===== config.mk =====
export PLATFORM = sky130hd
export DESIGN_NAME = dependency_priority_dispatcher
export DESIGN_NICKNAME = d
export VERILOG_FILES = /design/src/hdl/dpd_pkg.sv /design/src/hdl/dpd_ctrl.sv /design/src/hdl/dpd_datapath.sv /design/src/hdl/dependency_priority_dispatcher.sv
export SDC_FILE = /design/constraint.sdc
export NUM_CORES = 2
export LEC_CHECK = 0
export ABC_AREA = 1
export ABC_CLOCK_PERIOD_IN_PS = 14130
export BUFFER_PORTS_ARGS = -buffer_cell sky130_fd_sc_hd__buf_2
export CAP_MARGIN = 20
export CORE_ASPECT_RATIO = 0.6
export CORE_MARGIN = 3
export CORE_UTILIZATION = 32
export CTS_CLUSTER_DIAMETER = 150
export DETAILED_ROUTE_END_ITERATION = 10
export PLACE_DENSITY = 0.49
export SKIP_CTS_REPAIR_TIMING = 1
export SYNTH_ARGS = -nofsm -noshare
export SYNTH_HDL_FRONTEND = slang
export SYNTH_HIERARCHICAL = 1
export SYNTH_SLANG_ARGS = --single-unit

===== constraint.sdc =====
create_clock -name clk_i -period 14.13 [get_ports clk_i]
set_input_delay 0.7065 -clock clk_i [delete_from_list [all_inputs] [get_ports clk_i]]
set_output_delay 0.7065 -clock clk_i [all_outputs]
set_load 0.01 [all_outputs]

===== src/hdl/dpd_pkg.sv =====
package dpd_pkg;

  localparam int unsigned MaskBits = 32;
  localparam int unsigned BudgetBits = 6;
  localparam int unsigned TickBits = 32;
  localparam int unsigned IdBits = 6;
  localparam int unsigned StatusBits = 2;
  localparam int unsigned InPrioBits = 8;

  localparam logic [BudgetBits-1:0] BudgetLimit = 6'd32;

  localparam logic [StatusBits-1:0] StatusOk = 2'd0;
  localparam logic [StatusBits-1:0] StatusUnknownDep = 2'd1;
  localparam logic [StatusBits-1:0] StatusTableFull = 2'd2;

  typedef enum logic [2:0] {
    StIdle,
    StSched,
    StRun,
    StScan,
    StScanEnd,
    StCommit,
    StDispatch
  } state_e;

  typedef struct packed {
    logic latch;
    logic sched;
    logic load_empty;
    logic scan_start;
    logic scan_step;
    logic commit;
    logic dispatch;
  } cmd_t;

  typedef struct packed {
    logic out_free;
    logic run_empty;
    logic scan_last;
    logic more;
  } sts_t;

endpackage


===== src/hdl/dpd_ctrl.sv =====
module dpd_ctrl (
  input  logic          clk_i,
  input  logic          rst_ni,
  input  logic          in_valid_i,
  input  logic          mode_i,
  output logic          in_ready_o,
  input  dpd_pkg::sts_t sts_i,
  output dpd_pkg::cmd_t cmd_o
);

  dpd_pkg::state_e state_q, state_d;

  always_ff @(posedge clk_i or negedge rst_ni) begin
    if (!rst_ni) begin
      state_q <= dpd_pkg::StIdle;
    end else begin
      state_q <= state_d;
    end
  end

  always_comb begin
    state_d = state_q;
    unique case (state_q)
      dpd_pkg::StIdle: begin
        if (in_valid_i) begin
          state_d = mode_i ? dpd_pkg::StRun : dpd_pkg::StSched;
        end
      end
      dpd_pkg::StSched: begin
        if (sts_i.out_free) state_d = dpd_pkg::StIdle;
      end
      dpd_pkg::StRun: begin
        if (!sts_i.run_empty) begin
          state_d = dpd_pkg::StScan;
        end else if (sts_i.out_free) begin
          state_d = dpd_pkg::StIdle;
        end
      end
      dpd_pkg::StScan: begin
        if (sts_i.scan_last) state_d = dpd_pkg::StScanEnd;
      end
      dpd_pkg::StScanEnd: state_d = dpd_pkg::StCommit;
      dpd_pkg::StCommit: state_d = dpd_pkg::StDispatch;
      dpd_pkg::StDispatch: begin
        if (sts_i.out_free) begin
          state_d = sts_i.more ? dpd_pkg::StScan : dpd_pkg::StIdle;
        end
      end
      default: state_d = dpd_pkg::StIdle;
    endcase
  end

  always_comb begin
    cmd_o = '0;
    in_ready_o = 1'b0;
    unique case (state_q)
      dpd_pkg::StIdle: begin
        in_ready_o = 1'b1;
        cmd_o.latch = in_valid_i;
      end
      dpd_pkg::StSched: cmd_o.sched = sts_i.out_free;
      dpd_pkg::StRun: begin
        cmd_o.scan_start = !sts_i.run_empty;
        cmd_o.load_empty = sts_i.run_empty && sts_i.out_free;
      end
      dpd_pkg::StScan: cmd_o.scan_step = 1'b1;
      dpd_pkg::StScanEnd: cmd_o = '0;
      dpd_pkg::StCommit: cmd_o.commit = 1'b1;
      dpd_pkg::StDispatch: begin
        cmd_o.dispatch = sts_i.out_free;
        cmd_o.scan_start = sts_i.out_free && sts_i.more;
      end
      default: cmd_o = '0;
    endcase
  end

endmodule


===== src/hdl/dpd_datapath.sv =====
module dpd_datapath #(
  parameter int unsigned MAX_JOBS = 32,
  parameter int unsigned PRIORITY_BITS = 8
) (
  input  logic                                clk_i,
  input  logic                                rst_ni,
  input  dpd_pkg::cmd_t                       cmd_i,
  output dpd_pkg::sts_t                       sts_o,
  input  logic [dpd_pkg::InPrioBits-1:0]      job_priority_i,
  input  logic [dpd_pkg::MaskBits-1:0]        dependency_mask_i,
  input  logic [dpd_pkg::BudgetBits-1:0]      run_budget_i,
  input  logic [dpd_pkg::TickBits-1:0]        tick_value_i,
  output logic                                out_valid_o,
  input  logic                                out_ready_i,
  output logic [dpd_pkg::IdBits-1:0]          job_id_o,
  output logic [dpd_pkg::StatusBits-1:0]      status_o,
  output logic [dpd_pkg::TickBits-1:0]        tick_echo_o,
  output logic [dpd_pkg::IdBits-1:0]          pending_count_o,
  output logic                                last_o
);

  localparam int unsigned IW = $clog2(MAX_JOBS);
  localparam int unsigned CW = $clog2(MAX_JOBS + 1);
  localparam int unsigned MB = dpd_pkg::MaskBits;
  localparam int unsigned OB = dpd_pkg::IdBits;

  // latched input beat
  logic [PRIORITY_BITS-1:0]          prio_q;
  logic [MB-1:0]                     mask_q;
  logic [dpd_pkg::BudgetBits-1:0]    budget_q;
  logic [dpd_pkg::TickBits-1:0]      tick_q;

  // job state
  logic [CW-1:0]        issued_q;
  logic [CW-1:0]        pending_q;
  logic [MAX_JOBS-1:0]  completed_q;
  logic [MB-1:0]        dep_q [MAX_JOBS];
  logic [PRIORITY_BITS-1:0] prio_mem [MAX_JOBS];

  // scan
  logic [IW-1:0]            scan_q;
  logic [IW-1:0]            rd_idx_q;
  logic                     rd_rdy_q;
  logic                     rd_v_q;
  logic [PRIORITY_BITS-1:0] rd_prio_q;
  logic                     found_q;
  logic [IW-1:0]            best_idx_q;
  logic [PRIORITY_BITS-1:0] best_prio_q;
  logic [dpd_pkg::BudgetBits-1:0] cnt_q;

  // output register
  logic                           out_valid_q;
  logic [OB-1:0]                  id_q;
  logic [dpd_pkg::StatusBits-1:0] status_q;
  logic [dpd_pkg::TickBits-1:0]   tick_echo_q;
  logic [OB-1:0]                  pend_out_q;
  logic                           last_q;

  logic [MB-1:0]       comp32;
  logic [MB-1:0]       known;
  logic [MAX_JOBS-1:0] rdy;
  logic                unknown_dep;
  logic                full;
  logic                any_rdy;

  logic [PRIORITY_BITS+dpd_pkg::InPrioBits-1:0] prio_wide;
  logic [IW:0]         new_id;
  logic [IW+OB:0]      new_id_wide;
  logic [IW:0]         best_id;
  logic [IW+OB:0]      best_id_wide;
  logic [CW-1:0]       pend_inc;
  logic [CW-1:0]       pend_dec;
  logic [CW+OB-1:0]    pend_inc_wide;
  logic [CW+OB-1:0]    pend_cur_wide;

  always_comb begin
    comp32 = '0;
    known = '0;
    for (int b = 0; b < MB; b++) begin
      if (b < MAX_JOBS) begin
        comp32[b] = completed_q[b];
        known[b] = CW'(b) < issued_q;
      end
    end
  end

  always_comb begin
    for (int j = 0; j < MAX_JOBS; j++) begin
      rdy[j] = (CW'(j) < issued_q) && !completed_q[j] && ((dep_q[j] & ~comp32) == '0);
    end
  end

  assign any_rdy     = |rdy;
  assign unknown_dep = |(mask_q & ~known);
  assign full        = issued_q == CW'(MAX_JOBS);

  assign prio_wide     = {{PRIORITY_BITS{1'b0}}, job_priority_i};
  assign new_id        = (IW+1)'(issued_q[IW-1:0]) + 1'b1;
  assign new_id_wide   = {{OB{1'b0}}, new_id};
  assign best_id       = (IW+1)'(best_idx_q) + 1'b1;
  assign best_id_wide  = {{OB{1'b0}}, best_id};
  assign pend_inc      = pending_q + 1'b1;
  assign pend_dec      = pending_q - 1'b1;
  assign pend_inc_wide = {{OB{1'b0}}, pend_inc};
  assign pend_cur_wide = {{OB{1'b0}}, pending_q};

  assign sts_o.out_free  = !out_valid_q || out_ready_i;
  assign sts_o.run_empty = (budget_q == '0) || !any_rdy;
  assign sts_o.scan_last = scan_q == IW'(MAX_JOBS - 1);
  assign sts_o.more      = (cnt_q < budget_q) && any_rdy;

  always_ff @(posedge clk_i) begin
    if (cmd_i.latch) begin
      prio_q   <= prio_wide[PRIORITY_BITS-1:0];
      mask_q   <= dependency_mask_i;
      budget_q <= (run_budget_i > dpd_pkg::BudgetLimit) ? dpd_pkg::BudgetLimit : run_budget_i;
      tick_q   <= tick_value_i;
    end
    if (cmd_i.sched && !unknown_dep && !full) begin
      prio_mem[issued_q[IW-1:0]] <= prio_q;
      dep_q[issued_q[IW-1:0]]    <= mask_q;
    end
    rd_prio_q <= prio_mem[scan_q];
    rd_idx_q  <= scan_q;
    rd_rdy_q  <= rdy[scan_q];
  end

  always_ff @(posedge clk_i or negedge rst_ni) begin
    if (!rst_ni) begin
      issued_q    <= '0;
      pending_q   <= '0;
      completed_q <= '0;
      scan_q      <= '0;
      rd_v_q      <= 1'b0;
      found_q     <= 1'b0;
      best_idx_q  <= '0;
      best_prio_q <= '0;
      cnt_q       <= '0;
    end else begin
      rd_v_q <= cmd_i.scan_step;
      if (cmd_i.latch) cnt_q <= '0;
      if (cmd_i.sched && !unknown_dep && !full) begin
        issued_q  <= issued_q + 1'b1;
        pending_q <= pend_inc;
      end
      if (cmd_i.scan_step) scan_q <= scan_q + 1'b1;
      if (rd_v_q && rd_rdy_q && (!found_q || rd_prio_q > best_prio_q)) begin
        found_q     <= 1'b1;
        best_idx_q  <= rd_idx_q;
        best_prio_q <= rd_prio_q;
      end
      if (cmd_i.commit) begin
        completed_q[best_idx_q] <= 1'b1;
        pending_q <= pend_dec;
        cnt_q     <= cnt_q + 1'b1;
      end
      if (cmd_i.scan_start) begin
        scan_q  <= '0;
        found_q <= 1'b0;
      end
    end
  end

  always_ff @(posedge clk_i or negedge rst_ni) begin
    if (!rst_ni) begin
      out_valid_q <= 1'b0;
    end else if (cmd_i.sched || cmd_i.load_empty || cmd_i.dispatch) begin
      out_valid_q <= 1'b1;
    end else if (out_ready_i) begin
      out_valid_q <= 1'b0;
    end
  end

  always_ff @(posedge clk_i) begin
    if (cmd_i.sched) begin
      tick_echo_q <= '0;
      last_q      <= 1'b1;
      if (unknown_dep) begin
        id_q       <= '0;
        status_q   <= dpd_pkg::StatusUnknownDep;
        pend_out_q <= pend_cur_wide[OB-1:0];
      end else if (full) begin
        id_q       <= '0;
        status_q   <= dpd_pkg::StatusTableFull;
        pend_out_q <= pend_cur_wide[OB-1:0];
      end else begin
        id_q       <= new_id_wide[OB-1:0];
        status_q   <= dpd_pkg::StatusOk;
        pend_out_q <= pend_inc_wide[OB-1:0];
      end
    end else if (cmd_i.load_empty) begin
      id_q        <= '0;
      status_q    <= dpd_pkg::StatusOk;
      tick_echo_q <= '0;
      pend_out_q  <= pend_cur_wide[OB-1:0];
      last_q      <= 1'b1;
    end else if (cmd_i.dispatch) begin
      id_q        <= best_id_wide[OB-1:0];
      status_q    <= dpd_pkg::StatusOk;
      tick_echo_q <= tick_q;
      pend_out_q  <= pend_cur_wide[OB-1:0];
      last_q      <= !sts_o.more;
    end
  end

  assign out_valid_o     = out_valid_q;
  assign job_id_o        = id_q;
  assign status_o        = status_q;
  assign tick_echo_o     = tick_echo_q;
  assign pending_count_o = pend_out_q;
  assign last_o          = last_q;

endmodule


===== src/hdl/dependency_priority_dispatcher.sv =====
// dependency priority dispatcher
// input channel (in_valid_i/in_ready_o): mode_i 0 schedules a job with
// job_priority_i and dependency_mask_i, mode_i 1 runs up to run_budget_i
// (capped at 32) ready jobs, tagging each with tick_value_i
// output channel (out_valid_o/out_ready_i): one beat per schedule item,
// one beat per dispatched job of a run item or one empty beat, last_o
// marks the final beat of an item
// a schedule beat is loaded from the latched input beat once the output
// register is free; in each dispatch the ready jobs are found by reading
// the priority memory one entry per cycle, then the winner is retired and
// its beat is loaded; a run item first checks for ready jobs and budget
// one item is in flight at a time; in_ready_o is high only between items
// a stalled receiver holds the output register and the sequencer waits
// in front of it; the next input is still taken while the last beat waits
// reset empties the job table (no ids issued, nothing pending) and
// drops any waiting output beat
module dependency_priority_dispatcher #(
  parameter int unsigned MAX_JOBS = 32,
  parameter int unsigned PRIORITY_BITS = 8
) (
  input  logic        clk_i,
  input  logic        rst_ni,
  input  logic        in_valid_i,
  output logic        in_ready_o,
  input  logic        mode_i,
  input  logic [7:0]  job_priority_i,
  input  logic [31:0] dependency_mask_i,
  input  logic [5:0]  run_budget_i,
  input  logic [31:0] tick_value_i,
  output logic        out_valid_o,
  input  logic        out_ready_i,
  output logic [5:0]  job_id_o,
  output logic [1:0]  status_o,
  output logic [31:0] tick_echo_o,
  output logic [5:0]  pending_count_o,
  output logic        last_o
);

  dpd_pkg::cmd_t cmd;
  dpd_pkg::sts_t sts;

  dpd_ctrl u_ctrl (
    .clk_i      (clk_i),
    .rst_ni     (rst_ni),
    .in_valid_i (in_valid_i),
    .mode_i     (mode_i),
    .in_ready_o (in_ready_o),
    .sts_i      (sts),
    .cmd_o      (cmd)
  );

  dpd_datapath #(
    .MAX_JOBS      (MAX_JOBS),
    .PRIORITY_BITS (PRIORITY_BITS)
  ) u_datapath (
    .clk_i             (clk_i),
    .rst_ni            (rst_ni),
    .cmd_i             (cmd),
    .sts_o             (sts),
    .job_priority_i    (job_priority_i),
    .dependency_mask_i (dependency_mask_i),
    .run_budget_i      (run_budget_i),
    .tick_value_i      (tick_value_i),
    .out_valid_o       (out_valid_o),
    .out_ready_i       (out_ready_i),
    .job_id_o          (job_id_o),
    .status_o          (status_o),
    .tick_echo_o       (tick_echo_o),
    .pending_count_o   (pending_count_o),
    .last_o            (last_o)
  );

endmodule


-- Word-level counts from Yosys, hierarchy flattened
Memories as Yosys holds them, arrays and structs flattened. A register that Yosys moved wholly into a read port is not among the register bits.
Cells that the tools add are included.
- memories: 2
- RAM bits: 1280
- bits in latches: 0
- word-level logic and storage cells: 323
- output and inout port bits: 49
- input bits: 83
- register bits after elaboration: 205
- ROM bits: 0
- memories (memory ; depth ; width ; rd ports ; clocked after Yosys merged registers in ; wr ports ; RTL line ; RTL):
    u_datapath.dep_q ; 32 ; 32 ; 32 ; 0 ; 1 ; dpd_datapath.sv:37 ; logic [MB-1:0] dep_q [MAX_JOBS];
    u_datapath.prio_mem ; 32 ; 8 ; 1 ; 1 ; 1 ; dpd_datapath.sv:38 ; logic [PRIORITY_BITS-1:0] prio_mem [MAX_JOBS];
- muxes and demuxes: 47
- eq/ne operators: 11
- reductions and logical operators: 160
- divide/modulo/power cells: 0
- $add $sub $neg: 7
- bitwise operators: 36
- shift-type cells: 0
- multipliers: 0
- magnitude comparators: 38
- operators by type and width (kind ; count):
    32-bit bitwise AND ; 33
    32-bit zero test ; 32
    5-bit by 6-bit less-than comparator with 1-bit output, first input constant ; 16
    6-bit 2-to-1 mux ; 14
    1-bit logical AND ; 72
    32-bit inverter ; 2
    32-bit OR reduction ; 2
    4-bit by 6-bit less-than comparator with 1-bit output, first input constant ; 8
    1-bit zero test ; 39
    32-bit bitwise OR ; 1
    3-bit by 6-bit less-than comparator with 1-bit output, first input constant ; 4
    3-bit one-hot mux with 7 select lines ; 1
    6-bit by 1-bit adder with 6-bit output, second input constant ; 3
    1-bit 2-to-1 mux ; 15
    3-bit 2-to-1 mux ; 5
    2-bit 2-to-1 mux ; 7
    5-bit by 1-bit adder with 6-bit output, second input constant ; 2
    1-bit by 6-bit less-than comparator with 1-bit output, first input constant ; 2
    2-bit by 6-bit less-than comparator with 1-bit output, first input constant ; 2
    5-bit by 6-bit less-than comparator with 1-bit output, second input constant ; 2
    5-bit 2-to-1 mux ; 2
    2-bit nonzero test ; 5
    3-bit equality test, second input constant ; 3
    8-bit greater-than comparator ; 1
    20 further kinds ; 26

-- Depth between registers and ports, before layout
- depth in word-level cells: 12
- mapped depth: 23
- mapped depth without buffers: 22

-- Hierarchy
Netlist, hierarchy kept.
- by module, submodules not included (module ; area an instance (um2) ; sequential area each (um2) ; cells an instance ; instances):
    dpd_datapath ; 58593.7 ; 43917.1 ; 4992 ; 1
    dpd_ctrl ; 345.3 ; 75.1 ; 59 ; 1

-- Worst setup path after synthesis
Ideal clock, no wire load.
- kind: input port to flip-flop
- from: input port in_valid_i
- to: register u_datapath/cnt_q[2] in the netlist's numbering
- path slack: 7.187 ns
- data required time: 13.989 ns
- buffers on the path: 0
- setup time: 0.141 ns
- arrival: 6.802 ns
- stages on the path: 7
- cell sequence: inv_1 nor3_1 inv_1 nor2_1 nor2_1 a21oi_1 a31oi_1
- RTL lines (element ; RTL line ; RTL):
    start, declared ; dependency_priority_dispatcher.sv:23 ; input logic in_valid_i,
    end signal, assigned ; dpd_datapath.sv:155 ; cnt_q <= cnt_q + 1'b1;
    end, declared ; dpd_datapath.sv:49 ; logic [dpd_pkg::BudgetBits-1:0] cnt_q;

==> results_dict.tcl <==
set metrics [dict create \
    maxSlewHeadroom 0.241 \
    p_seq_frac 0.448 \
    rows 121 \
    drt-total-wl_mm 237 \
    power_frac_clock 0.313 \
    p_leak_nw 25.9 \
    regToRegStartpoint "u_datapath/issued_q[1]" \
    cp_data_required_time_ns 14.51 \
    holdPathEnd "u_datapath/mask_q[17]" \
    yosysWarnings 6 \
    synth_top_family_by_area "simple AND/OR/NAND/NOR gates" \
    placeableCoreArea_um2 182000 \
    netlist_area_um2 58900 \
    start_util 0.324 \
    cts_buffers 144 \
    port_buffers 131 \
    drc 0 \
    antenna_found_initial 27 \
    drt_iter0_drc 8146 \
    avgSynthCellArea_um2 11.7 \
    startpoint_type "flop" \
    clk_pin_slew_ns 0.06 \
    h-tree-depth 4 \
    postPlaceCellArea_um2 63400 \
    drive_gt1_frac 0.103 \
    ff2ff_setup_slack_ns 7.78 \
    intPower_mw 7.83 \
    clockRootBuffer "clkbuf_16" \
    ys_types 43 \
    power_switching_share 0.349 \
    grt_pass1_wl_mm 319 \
    wl_met1_mm 106 \
    rsz0062_at_grt "false" \
    viasPerCell 5.40 \
    min_period_ns 6.35 \
    grt_overflow 0 \
    grt_pass1_vias 37600 \
    die-area_um2 190000 \
    met3_length_mm 39.2 \
    fin_crit_sh 0.450 \
    worstSetupEndpointType "flop" \
    min_path_type "in -> reg" \
    worst-path-max-fanout 34 \
    fmaxAchievable_ghz 0.157 \
    hold_depth 1 \
    synth_mux_area_frac 0.000170 \
    dp.cells 7619 \
    cp_cell_sequence "inv_1 -> ha_1 -> inv_1 -> o21ai_0 -> nor2_1 -> nand3_1 -> nand2_1 -> nor2_1 -> nand2_1 -> nor2_1 -> nand2_1 -> nand2_1 -> nand2_1 -> nor2_1 -> nor2_1 -> inv_1 -> nor2_2 -> buf_4 -> inv_1" \
    max_slew.worst_pin.slew_ns 1.13 \
    synth_top_cell_by_area "edfxtp_1" \
    top_layer "met5" \
    reg2reg_to "u_datapath/pending_count_o[4]" \
    status "finished clean" \
    wl_per_cell_um 30.0 \
    cts_num_sinks 1493 \
    p_per_area_nw_per_um2 177 \
    final_common_cell "nand2_1" \
    finalNonFillerCells 7883 \
    wl_met2_mm 87.5 \
    skew_ns 0.0572 \
    dieHeight_um 338 \
    syn_inst 5051 \
    reg2reg_depth 19 \
    fin_util 0.373 \
    cts_tree "built" \
    async_flop_share 0.0496 \
    synth-simple-area-share 0.183 \
    cp.arrival_ns 6.74 \
    switchingPower_mw 4.19 \
    area_delta_synth_final_pct 15.1 \
    synthFlopType "edfxtp_1" \
    hpwl_mm 145 \
    synthXorXnorAreaFrac 0.00178 \
    vias 42600 \
    ant_nets 0 \
    hp-start "dependency_mask_i[17]" \
    maxCapViolations 0 \
    dieWidth_um 560 \
    crit_family "simple AND/OR/NAND/NOR gates" \
    io_pins 132 \
    grt_max_degree 146 \
    hold_violations 0 \
    yosysTopAreaCellShare 0.699 \
    critPathKind "reg -> reg" \
    first_pass_iters 7 \
    finalSetupViolCount 0 \
    synth_area_leaders "edfxtp_1 (70%), nand2_1 (12%), nor2_1 (4.2%)" \
    routabilityCongestion 0.971 \
    yosysSeqAreaShare 0.746 \
    design_area_um2 67900 \
    p_comb_frac 0.239 \
    synth-seq-cells 1493 \
    fin_setup_tns_ns 0 \
    maxSlewViolCount 0 \
    path_buf_inv 5 \
    layout_common_cells "nand2_1 (1875), edfxtp_1 (1372), nor2_1 (621)" \
    synth_adder_area_share 0.00573 \
    synth_edf_count 1372 \
    clk-insertion-delay-late_ns 0.81 \
    crit_slowest_cell "o21ai_0" \
    nets 5419 \
    max_stage_delay_ns 0.77 \
    cts_buffer_depth 4 \
    synth_compound_area_frac 0.0400 \
    whs_ns 0.104 \
    peakVddDrop_v 0.000131 \
    track_usage 0.243 \
    syn_nets 5161 \
]
worst reg2reg max path, delay by kind of cell, from the launching register on:
family / cells / cell delay [ns]
buffers and inverters: 5 / 1.56
AO/OA/AOI/OAI: 1 / 0.77
AND/OR/NAND/NOR: 12 / 2.52
adder cells (fa/ha/maj): 1 / 0.50
flip-flops: 1 / 0.57
layout make-up:
type	instances	area, um2
fill	17700	114000
sequential	1493	44000
multi-input combinational	3204	13800
clock buffer	201	3940
tap	2460	3080
timing repair buffer	283	1850
inverter	183	709
clock inverter	49	407
antenna	10	25.0
how the worst max path moves through the flow:
| stage | start | to | slack, ns | cells after the start |
|---|---|---|---|---|
| floorplan | in_valid_i | u_datapath/cnt_q[2] | 7.19 | 7 |
| global placement | u_datapath/issued_q[1] | u_datapath/last_o | 8.42 | 22 |
| detailed placement | u_datapath/comp32[18] | u_datapath/last_o | 8.40 | 24 |
| CTS | u_datapath/comp32[18] | u_datapath/last_o | 8.37 | 24 |
| global route | u_datapath/issued_q[4] | u_datapath/last_o | 7.68 | 21 |
| finish | u_datapath/issued_q[1] | u_datapath/pending_count_o[4] | 7.78 | 19 |
power groups by stage:
| stage | Clock [mW] | Sequential (mW) | Combinational (mW) |
|---|---|---|---|
| 2_1_floorplan | 0 | 5.56 | 1.08 |
| 3_3_place_gp | 0 | 5.48 | 2.71 |
| 3_5_place_dp | 0 | 5.48 | 2.71 |
| 4_1_cts | 3.80 | 5.39 | 2.72 |
| 5_1_grt | 3.98 | 5.40 | 2.94 |
| 6_report | 3.76 | 5.39 | 2.87 |
synth_stat cells (2+ instances only):
cell      number
nand2_1     1875
edfxtp_1    1372
nor2_1       654
o21ai_0      229
inv_1        166
clkbuf_1     147
nand3_1      126
dfrtp_1       74
nand4_1       56
dfxtp_1       47
o22ai_1       46
a21oi_1       45
a22o_1        33
ha_1          27
o221ai_1      23
buf_1         17
nor3_1        16
o211ai_1      13
nand3b_1      12
xor2_1        11
inv_2         10
nand2_2        8
o21ai_1        8
clkinv_1       7
buf_2          4
nor2_2         3
a21boi_0       2
a22oi_1        2
a31oi_1        2
buf_6          2
or2_2          2
state kept, by name, indices dropped and copies added (netlist names), 8 cells and up:
name	count
u_datapath/dep_q	1024
u_datapath/prio_q	8
u_datapath/mask_q	32
u_datapath/comp32	32
u_datapath/rd_prio_q	8
u_datapath/tick_echo_o	32
u_datapath/tick_q	32
u_datapath/best_prio_q	8
u_datapath/prio_mem	256
logic make-up (layout without fill, tap and decap cells):
| group | after synthesis | after routing |
|---|---|---|
| simple gates | 2758 | 2758 |
| flops | 1493 | 1493 |
| compound gates | 406 | 406 |
| buf+inv | 354 | 716 |
| fa+ha+maj | 27 | 27 |
| xor+xnor | 12 | 12 |
| mux | 1 | 1 |
| other cells | 0 | 10 |
metrics by stage:
step	setup WS, ns	total power, mW
after global routing	7.68	12.3
after floorplan	7.19	6.65
after CTS	8.37	11.9
final	7.78	12.0
after global placement	8.42	8.19
after detailed placement	8.40	8.19
layer usage:
metal  vias to the layer above  GRT usage
met4                         6     0.0402
met3                       313     0.0910
met2                      3212      0.301
met5                         -          0
met1                     21300      0.393
li1                      17800          -
Note: power is estimated with default switching activity, not from simulation.
